==> config.mk <==
export PLATFORM = sky130hd
export DESIGN_NAME = mqpq_cmd_fifo
export DESIGN_NICKNAME = d
export VERILOG_FILES = /design/src/design/mqpq_pkg.sv /design/src/design/mqpq_cmd_fifo.sv
export SDC_FILE = /design/constraint.sdc
export NUM_CORES = 1
export LEC_CHECK = 0
export BUFFER_PORTS_ARGS = -buffer_cell sky130_fd_sc_hd__buf_2
export CAP_MARGIN = 20
export CORE_UTILIZATION = 35
export CTS_CLUSTER_SIZE = 10
export DETAILED_ROUTE_END_ITERATION = 7
export PLACE_DENSITY = 0.67
export SYNTH_ARGS = -nofsm -noshare
export SYNTH_HDL_FRONTEND = slang
export SYNTH_SLANG_ARGS = --single-unit
==> constraint.sdc <==
create_clock -name clk_i -period 3.36 [get_ports clk_i]
set_input_delay 0.168 -clock clk_i [delete_from_list [all_inputs] [get_ports clk_i]]
set_output_delay 0.168 -clock clk_i [all_outputs]
set_load 0.1 [all_outputs]
==> src/design/mqpq_pkg.sv <==
// Package with the shared types, widths and codes of the priority queue block.
package mqpq_pkg;
  localparam int unsigned NQ = 4;
  localparam int unsigned DEPTH = 16;
  localparam int unsigned QW = (NQ > 1) ? $clog2(NQ) : 1;
  localparam int unsigned FW = $clog2(DEPTH + 1);
  localparam int unsigned IDW = 16;
  localparam int unsigned AGEW = 12;
  localparam int unsigned QNW = 4;

  localparam logic [1:0] ST_OK = 2'd0;
  localparam logic [1:0] ST_FULL = 2'd1;
  localparam logic [1:0] ST_EMPTY = 2'd2;
  localparam logic [1:0] ST_BADQ = 2'd3;

  localparam logic OP_INSERT = 1'b0;
  localparam logic OP_REMOVE = 1'b1;

  typedef enum logic [1:0] {
    KIND_INSERT,
    KIND_REMOVE,
    KIND_BADQ
  } kind_e;

  typedef struct packed {
    logic [IDW-1:0] id;
    logic [AGEW-1:0] age;
  } entry_t;

  typedef struct packed {
    kind_e kind;
    logic [QW-1:0] qidx;
    entry_t entry;
  } cmd_t;
endpackage

==> src/design/mqpq_cmd_fifo.sv <==
// Two-entry command queue between the front and back parts.
module mqpq_cmd_fifo import mqpq_pkg::*; (
  input logic clk_i,
  input logic rst_ni,
  input logic wr_valid_i,
  output logic wr_ready_o,
  input cmd_t wr_cmd_i,
  output logic rd_valid_o,
  input logic rd_ready_i,
  output cmd_t rd_cmd_o
);
  cmd_t mem_q [2];
  logic wptr_q, wptr_d, rptr_q, rptr_d;
  logic [1:0] cnt_q, cnt_d;
  logic wr, rd;

  assign wr_ready_o = (cnt_q != 2'd2);
  assign rd_valid_o = (cnt_q != 2'd0);
  assign rd_cmd_o = mem_q[rptr_q];
  assign wr = wr_valid_i && wr_ready_o;
  assign rd = rd_valid_o && rd_ready_i;
  assign wptr_d = wr ? ~wptr_q : wptr_q;
  assign rptr_d = rd ? ~rptr_q : rptr_q;

  always_comb begin
    cnt_d = cnt_q;
    if (wr && !rd) begin
      cnt_d = cnt_q + 2'd1;
    end else if (rd && !wr) begin
      cnt_d = cnt_q - 2'd1;
    end
  end

  always_ff @(posedge clk_i or negedge rst_ni) begin
    if (!rst_ni) begin
      wptr_q <= 1'b0;
      rptr_q <= 1'b0;
      cnt_q <= 2'd0;
    end else begin
      wptr_q <= wptr_d;
      rptr_q <= rptr_d;
      cnt_q <= cnt_d;
    end
  end

  always_ff @(posedge clk_i) begin
    if (wr) begin
      mem_q[wptr_q] <= wr_cmd_i;
    end
  end
endmodule

==> flow_summary.json, run 1 <==
{
  "status": "finished clean",
  "wl_mm": 4.44,
  "ys_seq_area_share_pct": 76.0,
  "max_slew_margin_pct": 31.1,
  "track_usage_pct": 11.7,
  "ys.flop_type": "edfxtp_1",
  "cap_violations": 0,
  "tritoncts": "built",
  "cts_buffer_depth": 2,
  "ctsResizeCount": 0,
  "min_period_ps": 2300,
  "final_layout_size_suffix_gt1_share_pct": 55.9,
  "post_drt_wl_per_cell_um": 14.2,
  "critPathLaunchType": "flop",
  "routed-via-count": 1345,
  "areaGrowthSynthToFinish_pct": 29.0,
  "synth_edf_count": 64,
  "antenna_found_initial": 0,
  "fp.dieW_um": 89.2,
  "multiInputGateArea_sq_um": 569,
  "numClockSinks": 68,
  "slowest_stage": "dfrtp_2",
  "yosys_warnings": 0,
  "grt_pass1_wl_mm": 6.33,
  "crit_family": "flip-flops",
  "drc": 0,
  "critPathMaxFanout": 33,
  "num_io_pins": 70,
  "clkLatencyLatePin_ps": 340,
  "hp-class": "primary input to flop",
  "path_buf_inv": 1,
  "path_class": "flop to output pin",
  "critical_path.cell_chain": "mux2_4, buf_2",
  "clock-root-buffer": "clkbuf_8",
  "core_area_sq_um": 7290,
  "worstPathArrival_ps": 2130,
  "rows": 31,
  "yosys.cell_count.top_type": "edfxtp_1",
  "finalHoldViolCount": 0,
  "syn_avg_cell_area_sq_um": 22.5,
  "synthTopCellsByCount": "edfxtp_1, mux2_4, dfrtp_1",
  "nFillCells": 665,
  "dieArea_sq_um": 7950,
  "max_freq_mhz": 434,
  "post-cts-setup-buffers": 0,
  "ys_top_cells_by_area": "edfxtp_1, mux2_4, dfrtp_1",
  "tns_ps": 0,
  "dr.pass1.iters": 4,
  "dpl.hpwl_mm": 2.79,
  "port_buffers": 69,
  "synth_cell_types": 16,
  "synth_nets": 155,
  "endpoint_kind": "output pin",
  "grt_start_max_net_pins": 34,
  "vias_per_cell": 4.31,
  "drtIter0Drc": 74,
  "path_clk_slew_ps": 70,
  "setup_viol": 0,
  "cp_slowest_stage_delay_ps": 1050,
  "netlist_instances": 118,
  "synth_top_area_share_pct": 72.3,
  "synth.cell_area_sq_um": 2660,
  "tightest_slew_ps": 1030,
  "timing.final.crit_share_pct": 68.5,
  "grt_pass1_vias": 1303,
  "ys_ff_latch": 68,
  "htree_levels": 3,
  "diodes": 0,
  "ant_nets": 0,
  "fin_nets": 245,
  "die_h_um": 89.2,
  "yosys.area.top_type": "edfxtp_1",
  "rsz0062_at_grt": "no",
  "slew_viol_final": 0,
  "place_congestion": 0.714,
  "finClkSkew_ps": 6.42,
  "postCtsHoldBufs": 8,
  "overflow": 0,
  "start_util_pct": 36.5,
  "crit_required_ps": 3190,
  "numCtsBuffers": 9,
  "regArea_sq_um": 2020,
  "synthArstFlopShare_pct": 5.88
}
-- worst paths after layout --
kind	depth (start not counted)	slack (ps)	start	to
max in group asynchronous	2	3060	rst_ni	rptr_q$_DFFE_PN0P_
max reg2reg	3	1510	cnt_q[0]$_DFFE_PN0P_	mem_q[0][8]$_DFFE_PP_
min	1	20	wr_cmd_i[31]	mem_q[1][31]$_DFFE_PP_
min reg2reg	1	490	cnt_q[1]$_DFFE_PN0P_	cnt_q[1]$_DFFE_PN0P_
min in group asynchronous	2	160	rst_ni	cnt_q[1]$_DFFE_PN0P_
max	2	1060	rptr_q$_DFFE_PN0P_	rd_cmd_o[9]
-- state kept, by name, indices dropped and copies added, names as in the netlist --
signal / cells
wptr_q: 1
mem_q: 64
rptr_q: 1
cnt_q: 2
-- kinds of logic after synthesis --
logic type	Yosys count	share of synthesized area (%)
DFF	68	76.0
muxes	32	17.6
adders and majority gates	1	0.471
and+or+nand+nor	7	1.37
buffers and inverters	5	2.82
xor gates and xnor gates	5	1.65
-- worst register-to-register path, cell delays in order (launching register included) --
cell	delay (ps)
dfrtp_1	410
nand2b_1	170
nand2_1	140
nor2_4	760
-- through the flow --
step	std cells	cell area, sq um	utilization, %	hold WS, ps	setup slack, ps
2_1_floorplan	118	2660	-	-128	96.4
4_1_cts	307	3380	46.4	0.0348	995
6_report	312	3430	47.0	19.1	1060
3_5_place_dp	283	3090	42.3	-21.1	1380
3_3_place_gp	283	3090	42.3	-17.9	1380
5_1_grt	312	3430	47.0	0.177	936
-- routing by layer --
metal / track usage (%) / routed length (um) / part of all wire [%]
met5: 0 / 0 / 0
met1: 13.2 / 1840 / 41
met3: 4.25 / 280 / 6.3
met2: 18.2 / 2220 / 50
met4: 8.80 / 98 / 2.2
-- cells in the final DEF (no fill, tap or decap) --
cell type       n
bufinv_16       2
mux2_4         29
clkinvlp_4      2
xor2_1          2
or2_1           1
buf_12          1
edfxtp_1       64
xnor2_1         3
nand2_2         1
ha_1            1
nor2_4          1
nor2_1          1
clkinv_1        2
nand2b_1        1
clkinv_4        1
mux2_2          3
clkbuf_8        9
dlygate4sd3_1  13
and3_1          1
dfrtp_2         1
inv_1           1
buf_2          69
dfrtp_1         3
nand2_1         1
-- cell type report --
class | count | share of cell area (%)
clock inverters | 7 | 2.66
repair buffers | 83 | 14.4
well taps | 99 | 3.61
multi-input cells | 45 | 16.6
clock buffers | 9 | 3.61
inverters | 1 | 0.109
flip-flops and latches | 68 | 59.0
Power of run 1 is left out: the tool's default activity adds up to more than one toggle a clock period on the data nets, which glitch-free logic cannot reach.
==> run 2: changes to the inputs <==
- PLACE_DENSITY: 0.67 -> 0.69
- clock period: 3.36 -> 2.03 ns (I/O delays scaled with it)
==> run 2 against run 1 <==
  * Die area unchanged
  * Count of clock-buffer cells in the layout unchanged
  * Register-to-register slack worse by 1000 ps
  * First-iteration DRC count down 38%
  * Flip-flop and latch count unchanged
  * Critical endpoint is now rd_cmd_o[29]
  * Highest routed layer unchanged
==> flow_summary.json, run 2 (synthesized netlist as in run 1, its figures left out) <==
{
  "timing.final.crit_share_pct": 85.6,
  "layout_setup_ws_ps": 292,
  "fp.dieW_um": 89.2,
  "min_period_ps": 1740,
  "clock-root-buffer": "clkbuf_8",
  "regMostFlops": "mem_q",
  "dr.pass1.iters": 4,
  "slew_viol_final": 0,
  "biggestRegsByFlops": "mem_q x64, cnt_q x2",
  "drc": 0,
  "fin_area_sq_um": 3680,
  "clkLatencyLatePin_ps": 340,
  "ant_nets": 0,
  "grt_start_max_net_pins": 34,
  "place_worst_setup_slack_ps": 493,
  "num_io_pins": 70,
  "place_area_sq_um": 3120,
  "setup_viol": 0,
  "crit_required_ps": 1930,
  "port_buffers": 69,
  "critical_path.cell_chain": "buf_12, mux2_2, buf_2",
  "numClockSinks": 68,
  "grt_pass1_wl_mm": 6.73,
  "diodes": 0,
  "numCtsBuffers": 9,
  "overflow": 0,
  "tritoncts": "built",
  "critPathLaunchType": "flop",
  "tns_ps": 0,
  "htree_levels": 3,
  "tightest_slew_ps": 500,
  "mostFrequentLayoutCells": "buf_2, edfxtp_1, dlygate4sd3_1",
  "status": "finished clean",
  "core_area_sq_um": 7290,
  "vias_per_cell": 4.27,
  "rsz0062_at_grt": "no",
  "cap_violations": 0,
  "routed-via-count": 1429,
  "grt_pass1_vias": 1430,
  "final_layout_size_suffix_gt1_share_pct": 53.4,
  "hp-class": "primary input to flop",
  "critPathMaxFanout": 33,
  "cp_slowest_stage_delay_ps": 380,
  "crit_family": "buffers and inverters",
  "drtIter0Drc": 46,
  "endpoint_kind": "output pin",
  "finalHoldViolCount": 0,
  "start_util_pct": 36.5,
  "largest_reg_flops": 64,
  "slowest_stage": "dfrtp_2",
  "worstPathArrival_ps": 1640,
  "path_class": "flop to output pin",
  "max_slew_margin_pct": 66.9,
  "cts_buffer_depth": 2,
  "post_drt_wl_per_cell_um": 13.9,
  "path_buf_inv": 2,
  "dpl.hpwl_mm": 2.80,
  "fin_nets": 268,
  "post-cts-setup-buffers": 0,
  "die_h_um": 89.2,
  "antenna_found_initial": 0,
  "max_freq_mhz": 576,
  "final_common_cell": "buf_2",
  "finClkSkew_ps": 4.83,
  "rows": 31,
  "path_clk_slew_ps": 70,
  "areaGrowthSynthToFinish_pct": 38.3,
  "dieArea_sq_um": 7950,
  "track_usage_pct": 12.2,
  "place_congestion": 0.628,
  "wl_mm": 4.67
}
-- run 2: repair_timing --
| item | CTS | global route |
|---|---|---|
| endpoints found under the hold margin | 68 | 0 |
| gates resized for setup | 0 | 0 |
| hold buffers | 33 | 0 |
-- run 2: worst min-delay path, delay by kind of cell --
kind	cells	cell delay, ps
and+or+nand+nor	1	70
buffers and inverters	1	100
xor gates and xnor gates	1	60
-- run 2: through the flow --
stage                     utilization, %  hold WS, ps  instances
final                               50.4         36.8        335
after floorplan                        -         -194        118
after CTS                           50.4         18.5        335
after global placement              42.8        -89.5        286
after global routing                50.4         49.5        335
after detailed placement            42.8        -86.9        286
-- run 2: layout make-up --
type,instances,area [sq um]
fillers,619,3610
flip-flops and latches,68,2020
multi-input cells,45,573
clock buffers,9,124
repair buffers,106,731
clock inverters,7,98.8
well taps,99,124
inverters,1,3.75
-- run 2: metal layers --
layer  global-route usage (%)  vias to the layer above  routed length (um)
met1                     13.5                      689                2000
met2                     20.9                       52                2350
met3                     4.99                        9                 265
li1                         -                      679                   -
met4                     5.19                        0                  61
met5                        0                        -                   0
-- run 2: final timing paths --
kind	cells after the start	slack (ps)	endpoint	startpoint
max reg2reg	6	490	cnt_q[1]$_DFFE_PN0P_	cnt_q[0]$_DFFE_PN0P_
min	3	40	rptr_q$_DFFE_PN0P_	rd_ready_i
max	3	290	rd_cmd_o[29]	rptr_q$_DFFE_PN0P_
min in group asynchronous	2	100	cnt_q[0]$_DFFE_PN0P_	rst_ni
min reg2reg	1	530	cnt_q[1]$_DFFE_PN0P_	cnt_q[1]$_DFFE_PN0P_
max in group asynchronous	2	1800	rptr_q$_DFFE_PN0P_	rst_ni
Power of run 2 is left out for the same reason.
==> run 3: changes to the inputs <==
- ABC_AREA: not set -> 1
==> run 3 against run 2 <==
  * Synthesized cell count up 66%
  * Hold slack improved by 12 ps
  * Critical path depth is 2 higher
  * Non-clock buffer count is 1 higher
  * Count of clock-buffer cells in the layout rose by 3
  * Critical endpoint is now rd_cmd_o[25]
  * Highest routed layer unchanged
==> flow_summary.json, run 3 <==
{
  "status": "finished clean",
  "critical_path.cell_chain": "buf_12, inv_8, nand2_1, nand2_1, buf_2",
  "start_util_pct": 36.4,
  "mostFrequentLayoutCells": "nand2_1, edfxtp_1, buf_2",
  "cp-startpoint": "rptr_q$_DFFE_PN0P_",
  "track_usage_pct": 13.0,
  "clkLatencyLatePin_ps": 330,
  "muxShareOfSynthArea_pct": 0,
  "numCtsBuffers": 9,
  "critPathLaunchType": "flop",
  "cap_violations": 0,
  "ys_seq_area_share_pct": 76.1,
  "antenna_found_initial": 0,
  "cts_buffer_depth": 2,
  "grt_pass1_vias": 1550,
  "ys.flop_type": "edfxtp_1",
  "overflow": 0,
  "port_buffers": 69,
  "rsz0062_at_grt": "no",
  "syn_avg_cell_area_sq_um": 13.6,
  "synth_top_family_by_area": "simple AND/OR/NAND/NOR gates",
  "drc": 0,
  "r2r-end": "cnt_q[1]$_DFFE_PN0P_",
  "finClkSkew_ps": 5.58,
  "biggestRegsByFlops": "mem_q x64, cnt_q x2",
  "slew_viol_final": 0,
  "reg2regPathDepth": 9,
  "post-cts-setup-buffers": 0,
  "min_period_ps": 1920,
  "num_io_pins": 70,
  "ant_nets": 0,
  "setup_viol": 0,
  "critPathMaxFanout": 33,
  "tritoncts": "built",
  "routed-via-count": 1709,
  "diodes": 0,
  "r2r_setup_slack_ps": 600,
  "finalHoldViolCount": 0,
  "final_layout_size_suffix_gt1_share_pct": 34.1,
  "synth.cell_area_sq_um": 2660,
  "grt_start_max_net_pins": 34,
  "core_area_sq_um": 7290,
  "yosys.area_share.simple_pct": 17.7,
  "die_h_um": 89.1,
  "vias_per_cell": 4.17,
  "hp-class": "primary input to flop",
  "areaGrowthSynthToFinish_pct": 36.3,
  "drtIter0Drc": 69,
  "synth_nets": 233,
  "timing.critical_path.mode_cell": "nand2_1",
  "worstPathArrival_ps": 1820,
  "max_freq_mhz": 521,
  "synth-compound-area-share_pct": 0,
  "synthTopCellsByCount": "nand2_1, edfxtp_1, nand2_2, dfrtp_1, inv_1",
  "netlist_instances": 196,
  "synthArstFlopShare_pct": 5.88,
  "endpoint_kind": "output pin",
  "synth_top_area_share_pct": 72.3,
  "fin_nets": 344,
  "place_congestion": 0.620,
  "dpl.hpwl_mm": 3.08,
  "cp_slowest_stage_delay_ps": 480,
  "yosys.area.top_type": "edfxtp_1",
  "crit_required_ps": 1930,
  "synthAdderAreaFrac_pct": 0.471,
  "fp.dieW_um": 89.1,
  "synth-xor-area-share_pct": 0.942,
  "max_slew_margin_pct": 67.2,
  "ys_ff_latch": 68,
  "yosys.cell_count.top_type": "nand2_1",
  "largest_reg_flops": 64,
  "synth_cell_types": 17,
  "path_clk_slew_ps": 60,
  "post_drt_wl_per_cell_um": 11.6,
  "post-route-util_pct": 49.7,
  "rr_startpoint": "cnt_q[0]$_DFFE_PN0P_",
  "slowest_stage": "dfrtp_1",
  "grt_pass1_wl_mm": 7.25,
  "wl_mm": 4.75,
  "dr.pass1.iters": 4,
  "critical_path.endpoint": "rd_cmd_o[25]",
  "regMostFlops": "mem_q",
  "rows": 31,
  "htree_levels": 3,
  "dieArea_sq_um": 7950,
  "timing.final.crit_share_pct": 94.5,
  "tightest_slew_ps": 495,
  "final_common_cell": "nand2_1",
  "ys_top_cells_by_area": "edfxtp_1, nand2_1, dfrtp_1",
  "yosys_warnings": 0,
  "path_class": "flop to output pin",
  "numClockSinks": 68,
  "synth_edf_count": 64,
  "clock-root-buffer": "clkbuf_8"
}
run 3: changes by cell type after synthesis, moves of 3 or more:
cell,delta
nand2_1,+90
mux2_4,-29
nand2_2,+12
clkbuf_8,+3
inv_1,+3
mux2_2,-3
run 3: critical path, delay by kind of cell (launching register included):
family / cells / cell delay (ps)
buffers and inverters: 3 / 830
DFF: 1 / 480
and+or+nand+nor: 2 / 140
run 3: timing repair:
action | 4_1_cts | 5_1_grt
hold buffers | 33 | 0
endpoints found under the setup margin | 0 | 8
resized for setup | 0 | 8
endpoints found under the hold margin | 68 | 0
run 3: layer usage:
metal	vias up	share of wire, %	global-route usage [%]
met5	-	0	0
met4	0	1.7	7.79
met3	10	4.3	3.88
met2	48	50	21.7
met1	780	44	14.8
li1	871	-	-
run 3: kinds of logic after synthesis:
| logic type | count (synthesis) |
|---|---|
| XOR/XNOR | 2 |
| adder cells (fa/ha/maj) | 1 |
| flip-flops | 68 |
| AND/OR/NAND/NOR | 111 |
| buffers and inverters | 14 |
run 3: area by class of cell:
| cell class | instances | area (sq um) |
|---|---|---|
| tap | 99 | 124 |
| inverter | 7 | 33.8 |
| clock inverter | 3 | 38.8 |
| sequential | 68 | 2020 |
| timing repair buffer | 107 | 746 |
| fill | 699 | 3670 |
| clock buffer | 12 | 135 |
| multi-input combinational | 114 | 522 |
run 3: worst min-delay path by stage:
| stage | from | to | depth (start not counted) |
|---|---|---|---|
| finish | rd_ready_i | rptr_q$_DFFE_PN0P_ | 3 |
| global route | rd_ready_i | rptr_q$_DFFE_PN0P_ | 3 |
| CTS | rd_ready_i | rptr_q$_DFFE_PN0P_ | 3 |
| detailed placement | rst_ni | cnt_q[1]$_DFFE_PN0P_ | 1 |
| global placement | rst_ni | cnt_q[1]$_DFFE_PN0P_ | 1 |
| floorplan | rst_ni | cnt_q[0]$_DFFE_PN0P_ | 0 |
run 3: through the flow:
step	setup WS (ps)	cells	TNS (ps)	hold slack, ps	instance area, sq um
4_1_cts	66.5	410	0	36.4	3600
6_report	112	410	0	48.5	3620
2_1_floorplan	-39.7	196	-2540	-194	2660
5_1_grt	4.40	410	0	75.9	3620
3_5_place_dp	439	362	0	-82.6	3100
3_3_place_gp	478	362	0	-82.8	3100
Power of run 3 is left out for the same reason.
